$ cat src/rtl/lssk_pkg.sv
`timescale 1ns / 1ps
// shared types and constants for the longest subarray sum block
package lssk_pkg;

   localparam int VAL_W       = 32;
   localparam int SUM_W       = 48;
   localparam int KEY_W       = SUM_W + 1;
   localparam int LEN_W       = 11;
   localparam int EPOCH_W     = 8;
   localparam int QUEUE_DEPTH = 4;

   localparam logic [LEN_W-1:0] LEN_MAX = '1;

   typedef struct packed {
      logic signed [VAL_W-1:0] element_value;
      logic                    is_last;
   } req_type;

   typedef struct packed {
      logic [LEN_W-1:0] longest_length;
      logic             table_overflow;
   } rsp_type;

   typedef struct packed {
      logic active;
      logic last;
   } job_flags_type;

   typedef struct packed {
      logic full;
      logic empty;
   } fifo_status_type;

   typedef enum logic [2:0] {
      BK_CLEAR,
      BK_IDLE,
      BK_LOOK_A,
      BK_PROBE_A,
      BK_LOOK_B,
      BK_PROBE_B,
      BK_FINISH
   } bk_state_type;

endpackage

$ cat src/rtl/lssk_front.sv
`timescale 1ns / 1ps
// front part: takes requests, keeps the prefix sum and element count, queues jobs
module lssk_front
   import lssk_pkg::*;
#(
   parameter int MAX_ITEMS = 1024,
   parameter int IDX_W     = 11
) (
   input  logic                    clock,
   input  logic                    reset,
   input  logic                    req_valid,
   output logic                    req_stall,
   input  req_type                 req_data,
   input  fifo_status_type         q_status,
   output logic                    push,
   output logic signed [SUM_W-1:0] job_sum,
   output logic [IDX_W-1:0]        job_idx,
   output job_flags_type           job_flags
);

   logic signed [SUM_W-1:0] sum_ff, sum_in;
   logic [IDX_W-1:0]        count_ff, count_in;
   logic                    accept;
   logic                    active;
   logic signed [SUM_W-1:0] sum_next;

   assign req_stall = q_status.full;
   assign accept    = req_valid && !req_stall;
   // elements past the limit are dropped; the count stays pinned at the limit and the sum is held
   assign active    = (count_ff < IDX_W'(MAX_ITEMS));
   assign sum_next  = sum_ff + {{(SUM_W-VAL_W){req_data.element_value[VAL_W-1]}},
                                req_data.element_value};

   always_comb begin
      sum_in   = sum_ff;
      count_in = count_ff;
      if (accept) begin
         if (req_data.is_last) begin
            sum_in   = '0;
            count_in = '0;
         end else if (active) begin
            sum_in   = sum_next;
            count_in = count_ff + 1'b1;
         end
      end
   end

   assign push             = accept && (active || req_data.is_last);
   assign job_sum          = sum_next;
   assign job_idx          = count_ff;
   assign job_flags.active = active;
   assign job_flags.last   = req_data.is_last;

   always_ff @(posedge clock) begin
      if (reset) begin
         sum_ff   <= '0;
         count_ff <= '0;
      end else begin
         sum_ff   <= sum_in;
         count_ff <= count_in;
      end
   end

endmodule

$ cat config.mk
export PLATFORM = sky130hd
export DESIGN_NAME = lssk_front
export DESIGN_NICKNAME = d
export VERILOG_FILES = /design/src/rtl/lssk_pkg.sv /design/src/rtl/lssk_front.sv
export SDC_FILE = /design/constraint.sdc
export NUM_CORES = 1
export LEC_CHECK = 0
export ABC_AREA = 1
export BUFFER_PORTS_ARGS = -buffer_cell sky130_fd_sc_hd__buf_2
export CAP_MARGIN = 20
export CORE_MARGIN = 4
export CORE_UTILIZATION = 30
export DETAILED_ROUTE_END_ITERATION = 10
export HOLD_SLACK_MARGIN = 0.08
export PLACE_DENSITY = 0.51
export SLEW_MARGIN = 20
export SYNTH_ARGS = -nofsm -noshare
export SYNTH_HDL_FRONTEND = slang
export SYNTH_SLANG_ARGS = --single-unit
$ cat constraint.sdc
create_clock -name clock -period 2.2 [get_ports clock]
set_clock_uncertainty 0.05 [all_clocks]
set_input_delay 0 -clock clock [delete_from_list [all_inputs] [get_ports clock]]
set_output_delay 0 -clock clock [all_outputs]
set_load 0.05 [all_outputs]
== After elaboration in Yosys (flattened, before gate mapping) ==
Index checks and enable logic that the tools add are counted.

* Add/sub/neg operators: 2
* Order comparisons: 1
* Multiplexer cells: 4
* Reductions and logical operators: 6

{| class="wikitable"
|+ Operator list
! kind !! number
|-
| $mux W48 || 2
|-
| $add A48 B48 Y48 || 1
|-
| $mux W11 || 2
|-
| $add A11 B1 Y11 const B || 1
|-
| $lt A11 B11 Y1 const B || 1
|-
| $logic_and A1 B1 Y1 || 2
|-
| $reduce_and A2 Y1 || 1
|-
| $reduce_bool A2 Y1 || 1
|-
| $logic_not A1 Y1 || 1
|-
| $logic_or A1 B1 Y1 || 1
|}

* Register bits: 59
* Bits of input ports: 38
* Output and inout port bits: 63
* Word-level logic and storage cells: 15

== Depth between registers and ports, before layout ==
* Word-level depth: 3
* Mapped depth: 15
* Depth with buffers taken out: 15

== Worst setup path before layout ==
Ideal clock, no wire load.

* Path type: register to register
* Start: register sum_ff[0]
* End: register sum_ff[12]
* Setup time: 70 ps
* Arrival time: 2415 ps
* Data required time: 2080 ps
* Path slack: -335 ps
* Stages on the path, launching flop included: 12
* Buffers on the path: 0
* Clock period less this slack: 2535 ps
* Cells stage by stage: dfxtp_1 ha_1 inv_1 fa_1 inv_1 nand3_1 nand2_2 nand3_1 nand3_1 xor2_1 nand2_1 a21oi_1

* Cells in the longest elaborated chain, start to end: 3

{| class="wikitable"
|+ Ends and longest elaborated chain
! element !! line !! RTL
|-
| from (decl) || lssk_front.sv:21 || <nowiki>logic signed [SUM_W-1:0] sum_ff, sum_in;</nowiki>
|-
| from (signal assigned) || lssk_front.sv:59 || <nowiki>sum_ff <= sum_in;</nowiki>
|-
| $add A48 B48 Y48 || lssk_front.sv:31 || <nowiki>assign sum_next = sum_ff + {{(SUM_W-VAL_W){req_data.element_value[VAL_W-1]}},</nowiki>
|-
| named net job_sum[12] || lssk_front.sv:16 || <nowiki>output logic signed [SUM_W-1:0] job_sum,</nowiki>
|-
| $mux W48 || lssk_front.sv:41 || <nowiki>end else if (active) begin</nowiki>
|-
| $mux W48 || lssk_front.sv:38 || <nowiki>if (req_data.is_last) begin</nowiki>
|}

The timed path passes the listed nets, and every way through them passes these cells. The select of a mux whose other input is x is not followed.
A chain may end at the register's enable or synchronous reset.

== Worst setup path after layout ==
* Start: register sum_ff[0]
* End: output job_sum[28]

* Cells in the longest elaborated chain, start to end: 1

{| class="wikitable"
|+ Ends and longest elaborated chain
! element !! line
|-
| $add A48 B48 Y48 || lssk_front.sv:31
|-
| to (decl) || lssk_front.sv:16
|}

Every way passes these cells.

==> impl_metrics.toml <==
[route]
vias = 7612
wl_per_cell_um = 15.0
drt-initial-drc-count = 323
drtPass1Iterations = 4
final_antenna_net_count = 0
viasPerCell = 4.60
wirelength_mm = 24.8
drc = 0

[power_and_ir_drop]
p_per_area_nw_per_um2 = 430
peakVddDrop_mv = 0.318
p_leak_nw = 5.45

[yosys]
yosys_warnings = 0
synth_area_um2 = 6640
ys_seq_area_frac = 0.178
synth_fp_nets = 1273
ys_seq_elements = 59
avgSynthCellArea_um2 = 5.59
synthesis.instances = 1186
yosysTopAreaCell = "nand2_1"
ys_types = 40
synth_top_area_frac = 0.258
synthTopCellsByArea = "nand2_1 (26%), dfxtp_1 (18%), inv_1 (13%)"

[timing]
grt_setup_unrepaired = "true"
drv_slew = 0
min_period_ps = 2330
slew_headroom = 0.599
fin_setup_tns_ps = -2060
final.period_utilization = 1.06
setup_ws_ps = -131
fmax_ghz = 0.429
setup_violations = 31
hold_viol = 0
worst_slew_pin_slew_ps = 601

[worst_setup_path]
endpoint_kind = "output pin"
cpMostUsedCell = "nand3_2"
critPathKind = "reg2out"
crit_fanout = 4
critPathBufInv = 3
crit_required_ps = 2150
crit_path_max_incr_delay_ps = 350
cp_slowest_cell = "dfxtp_2"
crit_path_start_kind = "register"
cp.arrival_ps = 2280
cp_top_family = "simple AND/OR/NAND/NOR gates"
path_cells = "ha_4 > inv_2 > fa_2 > inv_2 > nand3_2 > nand2_4 > nand3_1 > nand3_2 > nand3_2 > nand2_1 > nand2_1 > and2_1 > buf_6"

[clock_network]
clock-root-buffer = "clkbuf_16"
htreeDepth = 3
clkSinkCount = 59
clkSlewWorstSetupHoldPaths_ps = 60
cts_tree = "yes"
cts_buffers = 9
clockBufferDepth = 2
worstSkewPairLatency_ps = 350

[grt]
grt_pass1_vias = 7498
grt_antenna_before_repair = 0
grt_overflow_total = 0
grt_max_degree = 51
grt_first_pass_wirelength_mm = 38.6
grt_use_total = 0.198

[placed_design]
pre_cts_ws_ps = -54.0
place_hpwl_mm = 18.7
place_congestion = 0.898
io_buffers = 99

[floorplanning]
initial_utilization = 0.304
design.core.area_um2 = 21800
rows = 54
io_pins = 101
fp.dieArea_um2 = 24600
die_h_um = 157
chipWidth_um = 157

[worst_hold_path]
hold_path_class = "in2reg"

[finish]
diodes = 0
final_common_cell = "nand2_1"
layout_common_cells = "nand2_1 (295), inv_1 (178), nand2_2 (128), buf_4 (70), a21oi_1 (66)"
area_delta_synth_final_pct = 67.1
nets = 1455
layout-drive-gt1-share = 0.499

[run]
drv_cap = 0

[outcome]
failed_checks = "setup timing"
outcome = "finished with violations"
==> report_power, final <==
group | total (mW) | internal, mW | switching [mW]
Clock | 1.48 | 0.872 | 0.603
Sequential | 1.14 | 1.11 | 0.0321
Combinational | 2.15 | 0.858 | 1.29
Total | 4.77 | 2.84 | 1.93
==> kinds of logic (layout without fill, tap and decap cells) <==
group | after synthesis | in the layout | share of synthesized area
DFF | 59 | 59 | 0.178
buffers and inverters | 254 | 441 | 0.147
and+or+nand+nor | 706 | 706 | 0.468
AOI/OAI and AO/OA | 98 | 98 | 0.0781
adders and majority gates | 49 | 49 | 0.0935
xor gates and xnor gates | 20 | 20 | 0.0355
==> stage by stage <==
stage | instance area, um2 | util | total power, mW | hold WS [ps] | cells
after detailed placement | 7840 | 0.359 | 2.60 | 252 | 1591
after CTS | 9920 | 0.455 | 4.54 | 86.7 | 1622
after global placement | 7840 | 0.359 | 2.61 | 256 | 1591
after floorplan | 6720 | - | 2.20 | 117 | 1186
final | 11100 | 0.508 | 4.77 | 85.6 | 1653
after global routing | 11100 | 0.508 | 4.97 | 119 | 1653
==> sequential cells by signal, indices dropped and copies added (netlist names) <==
signal   count
job_idx     11
sum_ff      48
==> final cells by class <==
| type | count | area [um2] |
|---|---|---|
| timing repair buffer | 190 | 1650 |
| clock buffer | 9 | 225 |
| fill | 2186 | 10700 |
| multi-input combinational | 873 | 6680 |
| inverter | 235 | 890 |
| clock inverter | 7 | 68.8 |
| sequential | 59 | 1230 |
| tap | 280 | 350 |
==> path summary, 6_finish.rpt <==
| path | start | end | slack [ps] | depth (start not counted) |
|---|---|---|---|---|
| max | sum_ff[0] | job_sum[28] | -130 | 13 |
| min | req_data[31] | sum_ff[30] | 90 | 5 |
| max reg2reg | sum_ff[0] | sum_ff[20] | 180 | 13 |
| min reg2reg | sum_ff[45] | sum_ff[45] | 430 | 2 |
==> worst min-delay path: cells and delay by family <==
family / cells / cell delay [ps]
and+or+nand+nor: 2 / 120
AOI/OAI and AO/OA: 1 / 50
buffers and inverters: 1 / 100
adders and majority gates: 1 / 170
==> cells in the mapped netlist <==
library cell and number:
a211oi_1 1, a21o_1 2, a21oi_1 85, a21oi_2 1, and2_1 28, and3_1 1
buf_2 7, buf_4 3, clkbuf_1 9, clkinv_1 1, clkinv_2 1, dfxtp_1 59
fa_1 1, ha_1 48, inv_1 222, inv_2 11, nand2_1 456, nand2_2 22
nand3_1 62, nand3_2 11, nand3b_1 6, nand4_1 10, nand4_2 1, nor2_1 66
nor2_2 18, nor2_4 3, nor3_1 5, nor3_2 1, nor3b_1 4, nor4_1 6
o21a_1 1, o21ai_0 2, o21ai_1 1, o21ai_2 1, o21bai_1 4, or2_1 2
or2_2 4, xnor2_1 2, xor2_1 10, xor2_2 8
==> timing repair <==
| item | 4_1_cts | 5_1_grt |
|---|---|---|
| buffers inserted | 12 | 36 |
| endpoints found under the setup margin | 41 | 41 |
| hold buffers | 5 | 0 |
| pin swaps | 56 | 130 |
| endpoints found under the hold margin | 3 | 0 |
| resized for setup | 393 | 278 |
==> routing by layer <==
layer  GRT usage  part of all wire
met3      0.0290             0.041
met1       0.262              0.46
met4      0.0678             0.024
met2       0.329              0.48
met5           0                 0
Power figures use the tool's default switching activity.
