<file path="config.mk">
export PLATFORM = sky130hd
export DESIGN_NAME = lssk_fifo
export DESIGN_NICKNAME = d
export VERILOG_FILES = /design/src/rtl/lssk_pkg.sv /design/src/rtl/lssk_fifo.sv
export SDC_FILE = /design/constraint.sdc
export NUM_CORES = 1
export LEC_CHECK = 0
export ABC_CLOCK_PERIOD_IN_PS = 1710
export BUFFER_PORTS_ARGS = -buffer_cell sky130_fd_sc_hd__buf_2
export CAP_MARGIN = 20
export CELL_PAD_IN_SITES_DETAIL_PLACEMENT = 2
export CELL_PAD_IN_SITES_GLOBAL_PLACEMENT = 2
export CORE_MARGIN = 2
export CORE_UTILIZATION = 37
export DETAILED_ROUTE_END_ITERATION = 10
export GPL_ROUTABILITY_DRIVEN = 0
export GPL_TIMING_DRIVEN = 1
export PLACE_DENSITY = 0.77
export SLEW_MARGIN = 20
export SYNTH_ARGS = -nofsm -noshare
export SYNTH_HDL_FRONTEND = slang
export SYNTH_SLANG_ARGS = --single-unit
</file>
<file path="constraint.sdc">
create_clock -name clock -period 1.71 [get_ports clock]
set_clock_uncertainty 0.2 [all_clocks]
set_input_delay 0.342 -clock clock [delete_from_list [all_inputs] [get_ports clock]]
set_output_delay 0.342 -clock clock [all_outputs]
set_load 0.01 [all_outputs]
</file>
<file path="src/rtl/lssk_pkg.sv">
`timescale 1ns / 1ps
// shared types and constants for the longest subarray sum block
package lssk_pkg;

   localparam int VAL_W       = 32;
   localparam int SUM_W       = 48;
   localparam int KEY_W       = SUM_W + 1;
   localparam int LEN_W       = 11;
   localparam int EPOCH_W     = 8;
   localparam int QUEUE_DEPTH = 4;

   localparam logic [LEN_W-1:0] LEN_MAX = '1;

   typedef struct packed {
      logic signed [VAL_W-1:0] element_value;
      logic                    is_last;
   } req_type;

   typedef struct packed {
      logic [LEN_W-1:0] longest_length;
      logic             table_overflow;
   } rsp_type;

   typedef struct packed {
      logic active;
      logic last;
   } job_flags_type;

   typedef struct packed {
      logic full;
      logic empty;
   } fifo_status_type;

   typedef enum logic [2:0] {
      BK_CLEAR,
      BK_IDLE,
      BK_LOOK_A,
      BK_PROBE_A,
      BK_LOOK_B,
      BK_PROBE_B,
      BK_FINISH
   } bk_state_type;

endpackage

</file>
<file path="src/rtl/lssk_fifo.sv">
`timescale 1ns / 1ps
// short job queue between the front and back parts
module lssk_fifo
   import lssk_pkg::*;
#(
   parameter int DATA_W = 8
) (
   input  logic              clock,
   input  logic              reset,
   input  logic              push,
   input  logic [DATA_W-1:0] push_data,
   input  logic              pop,
   output logic [DATA_W-1:0] pop_data,
   output fifo_status_type   status
);

   localparam int PTR_W = $clog2(QUEUE_DEPTH);

   logic [DATA_W-1:0] slot_ff [QUEUE_DEPTH];
   logic [PTR_W-1:0]  wr_ptr_ff, wr_ptr_in;
   logic [PTR_W-1:0]  rd_ptr_ff, rd_ptr_in;
   logic [PTR_W:0]    count_ff, count_in;

   always_comb begin
      wr_ptr_in = push ? wr_ptr_ff + 1'b1 : wr_ptr_ff;
      rd_ptr_in = pop ? rd_ptr_ff + 1'b1 : rd_ptr_ff;
      count_in  = count_ff;
      if (push && !pop) begin
         count_in = count_ff + 1'b1;
      end else if (pop && !push) begin
         count_in = count_ff - 1'b1;
      end
   end

   assign status.full  = (count_ff == (PTR_W+1)'(QUEUE_DEPTH));
   assign status.empty = (count_ff == '0);
   assign pop_data     = slot_ff[rd_ptr_ff];

   always_ff @(posedge clock) begin
      if (reset) begin
         wr_ptr_ff <= '0;
         rd_ptr_ff <= '0;
         count_ff  <= '0;
      end else begin
         wr_ptr_ff <= wr_ptr_in;
         rd_ptr_ff <= rd_ptr_in;
         count_ff  <= count_in;
      end
   end

   always_ff @(posedge clock) begin
      if (push) begin
         slot_ff[wr_ptr_ff] <= push_data;
      end
   end

endmodule

</file>
Yosys cells after proc, flatten, opt, wreduce, memory -nomap -nowiden --
Memories as Yosys holds them, arrays and structs flattened. A register that Yosys moved wholly into a read port is not among the register bits. Cells that the tools add are included.
Cells by class: add/sub/neg operators 4, equality and inequality tests 1, multiplexer cells 6, reductions and logical operators 6
Operators with widths (count):
- two-way mux 3 bit | 2
- adder 2 x 1 -> 2 bit (second input constant) | 2
- two-way mux 2 bit | 2
- adder 3 x 1 -> 3 bit (second input constant) | 1
- == test 3 bit (second input constant) | 1
- zero test 3 bit | 1
- subtractor 3 x 1 -> 3 bit (second input constant) | 1
- logical AND 1 bit | 2
- zero test 1 bit | 2
- two-way mux 1 bit | 2
- nonzero test 2 bit | 1
Storage, ports and cells: flip-flop bits (word level) 7, RAM bits 32, input port bits 12, output and inout port bits 10, word-level logic and storage cells 21, memories 1
Memory list:
- slot_ff | words 4, bits a word 8, read ports 1, clocked after Yosys merged registers in 1, write ports 1, line lssk_fifo.sv:19 | logic [DATA_W-1:0] slot_ff [QUEUE_DEPTH];

Depth between registers and ports, before layout --
Gate-level depths: netlist of run 1.
depth in word-level cells 4, gate-level depth with buffers 7, gate-level depth less buffers 7

Least setup slack after synthesis of run 1 --
Ideal clock, no wire load.
kind input-to-reg, start point input port pop, end point register count_ff[2], setup time 0.070 ns, arrival 1.532 ns, required time 1.440 ns, path slack -0.092 ns, cell stages on the path 7, path buffers 0, path through inv_1 > ha_1 > inv_1 > fa_1 > xor2_1 > or3_1 > a21oi_1
Between the ends: word-level cells in the longest chain between the ends 3, elaborated cells on any way between the ends 5, classes of those cells 1 x mux; 4 x reduce/logical
Ends and longest elaborated chain:
- start, declared | line lssk_fifo.sv:12 | input logic pop,
- zero test 1 bit | line lssk_fifo.sv:28 | if (push && !pop) begin
- logical AND 1 bit | line lssk_fifo.sv:28
- two-way mux 3 bit or nonzero test 2 bit (tied branches)
- end signal, assigned | line lssk_fifo.sv:47 | count_ff <= count_in;
- end, declared | line lssk_fifo.sv:22 | logic [PTR_W:0] count_ff, count_in;
Parallel ways exist; a longest one is shown, timed or not. A chain may end at the register's enable or synchronous reset.

==> impl_metrics.py, run 1 <==
metrics = {
    "run_status": {
        "status": "finished, violations left",
        "violations": "setup timing",
    },
    "critical_path": {
        "crit_type": "flip-flop to primary output",
        "slowest_delay_ns": 0.52,
        "crit_required_ns": 1.17,
        "worstPathArrival_ns": 1.44,
        "path_cells": "buf_12 > mux4_2 > buf_6",
        "cp.buffers_inverters": 2,
        "worstSetupStartpointType": "flip-flop",
        "end_kind": "primary output",
        "path_max_fanout": 8,
        "crit_cells": 3,
        "rr_startpoint": "count_ff[0]$_SDFFE_PP0P_",
        "rr_worst_depth": 4,
        "critPathSlowestCell": "mux4_2",
        "crit_family": "multiplexers",
    },
    "clock_tree": {
        "clock_sinks": 41,
        "cts_root_buf": "clkbuf_8",
        "cts_inserted_buffers": 5,
        "htree_levels": 2,
        "ctsHoldBuffers": 0,
        "clk_pin_slew_ns": 0.07,
        "ctsLongestPathBuffers": 2,
        "cts_tree": "done",
        "post-cts-setup-buffers": 0,
        "clock_latency_ns": 0.28,
    },
    "flow_run": {
        "cap_violations": 0,
    },
    "cells_and_area": {
        "area_delta_synth_final_pct": 24.4,
        "insertedDiodeCount": 0,
        "nets": 138,
        "fin_cells": 171,
        "layout-drive-gt1-share_pct": 42.1,
        "nFillCells": 368,
    },
    "synthesis": {
        "synth.distinct_cells": 20,
        "syn_avg_cell_area_um2": 18.4,
        "synth_top_area_share_pct": 60.6,
        "yosys_warnings": 0,
        "ys_seq_area_share_pct": 71.9,
        "syn-num-nets": 104,
        "yosys-top-cells-area": "edfxtp_1, dfxtp_1, mux4_2",
        "postSynthCellCount": 86,
        "ys_seq_elements": 41,
        "syn-cell-area_mm2": 0.00159,
        "synth_top_cell_by_area": "edfxtp_1",
    },
    "hold_path": {
        "worstHoldStart": "push_data[7]",
        "whs_path_depth": 1,
        "hold_class": "input pin to flip-flop",
    },
    "sta": {
        "final.setup.tns_ns": -2.13,
        "setup_ws_ns": -0.276,
        "rsz0062_at_grt": "true",
        "hold_viol": 0,
        "final_max_slew_viol_count": 0,
        "max_clock_freq_mhz": 504,
        "worst_hold_slack_ns": 0.0783,
        "worstMarginPinSlew_ns": 0.245,
        "fin_crit_sh_pct": 116,
        "relSlewSlack_pct": 83.6,
        "fin_crit_ns": 1.99,
        "setup_viol": 8,
    },
    "route": {
        "vias": 864,
        "wl_um": 3480,
        "drtAntennaViolNets": 0,
        "first_pass_iters": 4,
        "viasPerCell": 5.05,
        "wire_per_inst_um": 20.3,
        "drc": 0,
        "drt_iter0_drc": 22,
    },
    "placed_design": {
        "io_buffers": 21,
        "preCtsSetupSlack_ns": -0.309,
        "dp_cells": 163,
        "hpwl_um": 2550,
    },
    "floorplanning": {
        "fp.dieArea_mm2": 0.00483,
        "die_h_um": 69.5,
        "die_x_um": 69.5,
        "start_util_pct": 39.1,
        "ios": 22,
        "rows": 23,
        "core-area_mm2": 0.00406,
    },
    "grt": {
        "antenna_found_initial": 0,
        "grt_pass1_vias": 1016,
        "grtUsageTotal_pct": 16.0,
        "grt_pass1_wl_um": 5580,
        "grt_max_degree": 12,
        "overflow": 0,
    },
    "pwr": {
        "p_per_area_mw_per_mm2": 1070,
        "ir_worst_vdd_v": 0.000432,
        "p_leak_nw": 0.724,
    },
}
-- sequential cells by signal (all words and copies together), names as in the netlist, named ones only --
register   cells
slot_ff       32
wr_ptr_ff      2
rd_ptr_ff      2
count_ff       3
-- cell usage in the layout (no fill, tap or decap) --
| master | instances |
|---|---|
| ha_1 | 4 |
| buf_2 | 14 |
| or3_4 | 1 |
| edfxtp_1 | 32 |
| nor3_1 | 1 |
| o21ai_0 | 1 |
| inv_2 | 1 |
| inv_12 | 1 |
| xnor2_1 | 2 |
| inv_1 | 2 |
| buf_4 | 9 |
| nor2_1 | 7 |
| nand2_1 | 1 |
| buf_12 | 1 |
| and2_1 | 4 |
| dfxtp_2 | 2 |
| mux4_2 | 8 |
| buf_6 | 6 |
| a21oi_2 | 1 |
| dfxtp_1 | 7 |
| xor2_1 | 3 |
| ha_4 | 1 |
| clkbuf_1 | 3 |
| nor3b_1 | 1 |
| mux2i_1 | 2 |
| fa_2 | 1 |
| clkbuf_8 | 5 |
-- repair_timing --
| action | 4_1_cts | 5_1_grt |
|---|---|---|
| setup endpoints to repair | 9 | 9 |
| endpoints found under the hold margin | 0 | 0 |
| gates resized for setup | 6 | 5 |
| cloned | 0 | 0 |
-- synthesized netlist by cell type --
cell type / n
edfxtp_1: 32
dfxtp_1: 9
mux4_2: 8
nor2_1: 7
ha_1: 5
and2_1: 4
inv_1: 4
xor2_1: 3
mux2i_1: 2
xnor2_1: 2
a21oi_1: 1
buf_6: 1
clkbuf_1: 1
clkbuf_2: 1
fa_1: 1
nand2_1: 1
nor3_1: 1
nor3b_1: 1
o21ai_0: 1
or3_1: 1
-- worst paths after layout --
| kind | endpoint | slack (ns) |
|---|---|---|
| max | pop_data[4] | -0.28 |
| min | slot_ff[2][7]$_DFFE_PP_ | 0.08 |
| max reg2reg | count_ff[2]$_SDFFE_PP0P_ | 0.04 |
| min reg2reg | wr_ptr_ff[1]$_SDFFE_PP0P_ | 0.37 |
-- kinds of logic after synthesis --
| family | synth area share [%] |
|---|---|
| AO/OA/AOI/OAI | 0.630 |
| XOR/XNOR | 2.76 |
| adder cells (fa/ha/maj) | 5.21 |
| buffers and inverters | 2.21 |
| flip-flops | 71.9 |
| multiplexers | 12.6 |
| AND/OR/NAND/NOR | 4.65 |
-- per-layer routing --
layer  share of wire, %  vias up  global-route usage [%]
li1                   -      384                       -
met1                 39      455                    18.0
met2                 56       17                    28.4
met3                3.0        8                    4.36
met4                2.2        0                    6.75
met5                  0        -                       0
-- cell type report --
class,count,area [um^2],area share [%]
Clock buffer,8,80.1,4.06
Inverter,4,27.5,1.40
Multi-Input combinational cell,38,434,22.0
Sequential cell,41,1140,58.0
Tap cell,50,62.6,3.17
Timing Repair Buffer,30,225,11.4
-- power breakdown --
part / internal (mW) / switching [mW] / leakage, nW
Clock: 0.290 / 0.297 / 0.0395
Sequential: 1.14 / 0.0378 / 0.369
Combinational: 0.182 / 0.167 / 0.315
Total: 1.61 / 0.502 / 0.724
-- worst register-to-register path: cells and delay by family, from the launching register on --
| kind | cells | cell delay (ns) |
|---|---|---|
| flip-flops | 1 | 0.35 |
| AND/OR/NAND/NOR | 1 | 0.39 |
| AO/OA/AOI/OAI | 1 | 0.12 |
| XOR/XNOR | 1 | 0.17 |
| adder cells (fa/ha/maj) | 1 | 0.39 |
-- through the flow --
| stage | instance area, um^2 | total power, mW | util (%) |
|---|---|---|---|
| finish | 1970 | 2.11 | 48.6 |
| detailed placement | 1840 | 1.51 | 45.4 |
| floorplan | 1610 | 1.36 | - |
| global placement | 1840 | 1.47 | 45.4 |
| CTS | 1950 | 2.13 | 48.1 |
| global route | 1970 | 2.21 | 48.6 |
(Power assumes the default switching activity.)
==> inputs of run 2 (changes only) <==
--- a/config.mk
+++ b/config.mk
@@ -16,6 +16,7 @@
 export GPL_ROUTABILITY_DRIVEN = 0
 export GPL_TIMING_DRIVEN = 1
 export PLACE_DENSITY = 0.77
+export SETUP_SLACK_MARGIN = 0.05
 export SLEW_MARGIN = 20
 export SYNTH_ARGS = -nofsm -noshare
 export SYNTH_HDL_FRONTEND = slang
==> run 2 against run 1 <==
The flow still finishes with violations (setup timing). Maximum frequency unchanged. Register-to-register slack barely moved. Worst setup slack stayed put. Critical endpoint unchanged.
==> impl_metrics.py, run 2 (synthesized netlist as in run 1, its figures left out) <==
metrics = {
    "run_status": {
        "status": "finished, violations left",
        "violations": "setup timing",
    },
    "pwr": {
        "p_sw_mw": 0.502,
        "seqPwrFrac_pct": 55.7,
        "p_sw_share_pct": 23.7,
        "total_power_mw": 2.11,
        "p_per_area_mw_per_mm2": 1070,
        "combinationalPowerShare_pct": 16.5,
        "ir_worst_vdd_v": 0.000432,
        "pwr-share-clk_pct": 27.7,
        "p_leak_nw": 0.724,
        "intPower_mw": 1.61,
    },
    "floorplanning": {
        "rows": 23,
        "ios": 22,
        "die_x_um": 69.5,
        "fp.dieArea_mm2": 0.00483,
        "start_util_pct": 39.1,
        "core-area_mm2": 0.00406,
        "die_h_um": 69.5,
    },
    "cells_and_area": {
        "largestRegisters": "slot_ff: 32 flops, count_ff: 3 flops",
        "nets": 138,
        "final_common_cell": "edfxtp_1",
        "final_util_pct": 48.7,
        "area_delta_synth_final_pct": 24.4,
        "stdcell_area_mm2": 0.00197,
        "insertedDiodeCount": 0,
        "largest_reg_flops": 32,
        "final_cell_mix": "edfxtp_1, buf_2, buf_4",
        "layout-drive-gt1-share_pct": 43.0,
        "largest-register": "slot_ff",
    },
    "clock_tree": {
        "clk_pin_slew_ns": 0.07,
        "cts_root_buf": "clkbuf_8",
        "clock_latency_ns": 0.28,
        "cts_inserted_buffers": 5,
        "htree_levels": 2,
        "post-cts-setup-buffers": 0,
        "clock_sinks": 41,
        "cts_tree": "done",
        "ctsLongestPathBuffers": 2,
    },
    "critical_path": {
        "crit_family": "multiplexers",
        "end_kind": "primary output",
        "critPathSlowestCell": "mux4_2",
        "r2r_slack_ns": 0.04,
        "rr_startpoint": "count_ff[0]$_SDFFE_PP0P_",
        "path_cells": "buf_12 > mux4_2 > buf_6",
        "cp.buffers_inverters": 2,
        "worstReg2RegEnd": "count_ff[2]$_SDFFE_PP0P_",
        "slowest_delay_ns": 0.52,
        "worstPathArrival_ns": 1.44,
        "path_max_fanout": 8,
        "crit_cells": 3,
        "rr_worst_depth": 4,
        "worstSetupStartpointType": "flip-flop",
        "crit_required_ns": 1.17,
        "critPathCapture": "pop_data[4]",
        "crit_type": "flip-flop to primary output",
    },
    "route": {
        "drc": 0,
        "viasPerCell": 5.05,
        "vias": 864,
        "drtAntennaViolNets": 0,
        "wl_um": 3480,
        "first_pass_iters": 4,
        "drt_iter0_drc": 22,
        "wire_per_inst_um": 20.3,
    },
    "grt": {
        "grt_pass1_wl_um": 5580,
        "grtUsageTotal_pct": 16.0,
        "grtUsageMet1_pct": 18.0,
        "grt_pass1_vias": 1016,
        "use_met2_pct": 28.4,
        "overflow": 0,
        "grt_max_degree": 12,
        "use_met3_pct": 4.36,
        "antenna_found_initial": 0,
        "busiest_layer": "met2",
    },
    "placed_design": {
        "preCtsSetupSlack_ns": -0.309,
        "post_dp_cell_area_mm2": 0.00184,
        "hpwl_um": 2550,
        "io_buffers": 21,
    },
    "sta": {
        "hold_viol": 0,
        "worstMarginPinSlew_ns": 0.245,
        "fin_crit_sh_pct": 116,
        "worst_hold_slack_ns": 0.0783,
        "final_max_slew_viol_count": 0,
        "max_clock_freq_mhz": 504,
        "setup_viol": 8,
        "rsz0062_at_grt": "true",
        "fin_crit_ns": 1.99,
        "setup_ws_ns": -0.276,
        "relSlewSlack_pct": 83.6,
    },
    "hold_path": {
        "hold_class": "input pin to flip-flop",
        "whs_path_depth": 1,
    },
    "flow_run": {
        "cap_violations": 0,
    },
}
## run 2: changes by cell type in the layout (fill, tap and decap cells not counted)
cell     delta
dfxtp_2     +1
dfxtp_1     -1
## run 2: power groups by stage
stage | clock [mW] | sequential, mW | combinational (mW)
6_report | 0.586 | 1.18 | 0.350
2_1_floorplan | 0 | 1.18 | 0.180
5_1_grt | 0.647 | 1.18 | 0.380
3_3_place_gp | 0 | 1.19 | 0.285
4_1_cts | 0.611 | 1.18 | 0.339
3_5_place_dp | 0 | 1.20 | 0.313
## run 2: worst min-delay path by stage
stage                                        start                  endpoint  slack (ns)
after detailed placement  count_ff[2]$_SDFFE_PP0P_  count_ff[2]$_SDFFE_PP0P_        0.33
after CTS                             push_data[6]   slot_ff[1][6]$_DFFE_PP_        0.07
after global placement    count_ff[2]$_SDFFE_PP0P_  count_ff[2]$_SDFFE_PP0P_        0.28
after floorplan                       push_data[0]   slot_ff[0][0]$_DFFE_PP_        0.24
after global routing                  push_data[1]   slot_ff[1][1]$_DFFE_PP_        0.07
final                                 push_data[7]   slot_ff[2][7]$_DFFE_PP_        0.08
## run 2: final cells by class
cell class / count / area (um^2)
fill: 367 / 2080
timing repair buffer: 30 / 225
tap: 50 / 62.6
inverter: 4 / 27.5
clock buffer: 8 / 80.1
multi-input combinational: 38 / 434
sequential: 41 / 1140
## run 2: routing by layer
metal | share of wire [%] | vias to the layer above | routed length, um
li1 | - | 384 | -
met1 | 39 | 455 | 1340
met2 | 56 | 17 | 1960
met3 | 3.0 | 8 | 103
met4 | 2.2 | 0 | 76
met5 | 0 | - | 0
## run 2: timing repair
| action | 4_1_cts | 5_1_grt |
|---|---|---|
| gates resized for setup | 6 | 6 |
| hold buffers | 0 | 0 |
| gates cloned | 0 | 0 |
| pin swaps | 0 | 0 |
| endpoints found under the setup margin | 9 | 10 |
## run 2: metrics by stage
stage               instances  setup TNS, ns
floorplan                  86        -0.0106
global placement          163         -0.197
detailed placement        163         -0.363
CTS                       171          -2.22
global route              171          -2.55
finish                    171          -2.13
## run 2: worst register-to-register path, cell delays in order, from the launching register on
cell and delay (ns):
dfxtp_2 0.35, fa_2 0.39, xor2_1 0.17, or3_4 0.39, a21oi_2 0.12
==> inputs of run 3 (changes only) <==
--- a/config.mk
+++ b/config.mk
@@ -16,6 +16,7 @@
 export GPL_ROUTABILITY_DRIVEN = 0
 export GPL_TIMING_DRIVEN = 1
 export PLACE_DENSITY = 0.77
+export REMOVE_ABC_BUFFERS = 1
 export SETUP_SLACK_MARGIN = 0.05
 export SLEW_MARGIN = 20
 export SYNTH_ARGS = -nofsm -noshare
==> run 3 against run 2 <==
The run still ends with setup timing left. Design area grew 2.5%. First-iteration DRC count increased by 110%. Maximum frequency rose by 0.38%. Sequential power hardly changed. Non-clock buffer count increased by 6. Worst hold slack got worse by 0.015 ns. Clock-buffer cell count decreased by 3. Via count shrank 0.81%.
==> impl_metrics.py, run 3 (synthesized netlist as in run 1, its figures left out) <==
metrics = {
    "grt": {
        "antenna_found_initial": 0,
        "overflow": 0,
        "grt_pass1_vias": 1006,
        "grt_pass1_wl_um": 5640,
        "grt_max_degree": 14,
        "grtUsageTotal_pct": 15.8,
    },
    "cells_and_area": {
        "largestRegisters": "slot_ff: 32 flops, count_ff: 3 flops",
        "final_cell_mix": "edfxtp_1, buf_2, buf_4",
        "largest_reg_flops": 32,
        "layout-drive-gt1-share_pct": 44.9,
        "insertedDiodeCount": 0,
        "stdcell_area_mm2": 0.00202,
        "largest-register": "slot_ff",
        "final_common_cell": "edfxtp_1",
        "nets": 144,
        "register_area_mm2": 0.00115,
        "nFillCells": 382,
        "multi_input_area_um2": 419,
        "fin_cells": 177,
        "area_delta_synth_final_pct": 27.6,
    },
    "sta": {
        "fin_crit_sh_pct": 116,
        "final_max_slew_viol_count": 0,
        "setup_viol": 8,
        "rsz0062_at_grt": "true",
        "worst_hold_slack_ns": 0.0635,
        "max_clock_freq_mhz": 505,
        "hold_viol": 0,
        "worstMarginPinSlew_ns": 0.282,
        "relSlewSlack_pct": 81.1,
        "setup_ws_ns": -0.268,
        "fin_crit_ns": 1.98,
    },
    "flow_run": {
        "cap_violations": 0,
    },
    "floorplanning": {
        "die_x_um": 69.5,
        "fp.dieArea_mm2": 0.00483,
        "ios": 22,
        "die_h_um": 69.5,
        "start_util_pct": 39.1,
        "rows": 23,
        "core-area_mm2": 0.00406,
    },
    "hold_path": {
        "hold_class": "input pin to flip-flop",
    },
    "placed_design": {
        "io_buffers": 21,
        "hpwl_um": 2510,
        "dp_cells": 168,
        "post_dp_cell_area_mm2": 0.00186,
    },
    "route": {
        "vias": 857,
        "wire_per_inst_um": 19.1,
        "viasPerCell": 4.84,
        "drt_iter0_drc": 46,
        "drc": 0,
        "drtAntennaViolNets": 0,
        "first_pass_iters": 4,
        "wl_um": 3370,
    },
    "clock_tree": {
        "clk_pin_slew_ns": 0.08,
        "cts_root_buf": "clkbuf_8",
        "ctsHoldBuffers": 0,
        "cts_inserted_buffers": 5,
        "htree_levels": 2,
        "clock_sinks": 41,
        "clock_latency_ns": 0.29,
        "cts_tree": "done",
        "ctsLongestPathBuffers": 2,
    },
    "critical_path": {
        "crit_required_ns": 1.17,
        "crit_type": "flip-flop to primary output",
        "end_kind": "primary output",
        "worstSetupStartpointType": "flip-flop",
        "path_max_fanout": 6,
        "worstPathArrival_ns": 1.44,
    },
    "pwr": {
        "ir_worst_vdd_v": 0.000768,
        "p_per_area_mw_per_mm2": 1130,
        "p_leak_nw": 0.761,
    },
    "run_status": {
        "violations": "setup timing",
        "status": "finished, violations left",
    },
}
==> run 3: cell types whose count changed in the layout (fill, tap and decap cells not counted), moves of 2 or more <==
cell	previous run	this run
clkbuf_1	3	0
buf_2	14	17
buf_4	9	12
dfxtp_2	3	1
==> run 3: worst paths after layout <==
check / from / end / slack, ns / cells after the start
worst max register to register: count_ff[0]$_SDFFE_PP0P_ / count_ff[2]$_SDFFE_PP0P_ / 0.09 / 4
worst min register to register: count_ff[2]$_SDFFE_PP0P_ / count_ff[2]$_SDFFE_PP0P_ / 0.35 / 2
worst max-delay path: flip-flop / pop_data[5] / -0.27 / 3
worst min-delay path: push_data[4] / slot_ff[0][4]$_DFFE_PP_ / 0.06 / 1
==> run 3: where the power goes <==
| part | internal, mW | total [mW] | leakage (nW) | switching [mW] |
|---|---|---|---|---|
| combinational | 0.182 | 0.336 | 0.340 | 0.153 |
| sequential | 1.14 | 1.18 | 0.369 | 0.0395 |
| clock | 0.430 | 0.764 | 0.0518 | 0.334 |
==> run 3: through the flow <==
step / worst slack [ns] / power (mW) / util [%] / setup TNS [ns]
after floorplan: -0.0919 / 1.35 / - / -0.0919
after global placement: -0.232 / 1.48 / 45.9 / -0.232
after detailed placement: -0.328 / 1.51 / 45.9 / -0.360
after CTS: -0.292 / 2.31 / 49.6 / -2.26
after global routing: -0.326 / 2.38 / 49.9 / -2.46
final: -0.268 / 2.28 / 49.9 / -2.03
==> run 3: cell type report <==
| class | instances | area share [%] |
|---|---|---|
| Clock buffer | 5 | 3.40 |
| Clock inverter | 3 | 2.04 |
| Inverter | 4 | 0.742 |
| Multi-Input combinational cell | 38 | 20.7 |
| Sequential cell | 41 | 56.6 |
| Tap cell | 50 | 3.09 |
| Timing Repair Buffer | 36 | 13.4 |
==> run 3: repair_timing <==
action                     CTS  global route
pin swaps                    2             0
gates resized for setup      8             4
setup buffers                1             0
setup endpoints to repair    9             9
==> run 3: layer usage <==
| metal | wire [um] | vias up | global-route usage [%] |
|---|---|---|---|
| met4 | 46 | 0 | 4.58 |
| met5 | 0 | - | 0 |
| met3 | 131 | 7 | 5.67 |
| met1 | 1390 | 431 | 18.6 |
| met2 | 1800 | 19 | 27.0 |
| li1 | - | 400 | - |
==> run 3: worst max-delay path, cell delays in order (launching register included) <==
cell and delay, ns:
dfxtp_4 0.37, buf_12 0.12, mux4_2 0.51, buf_6 0.14
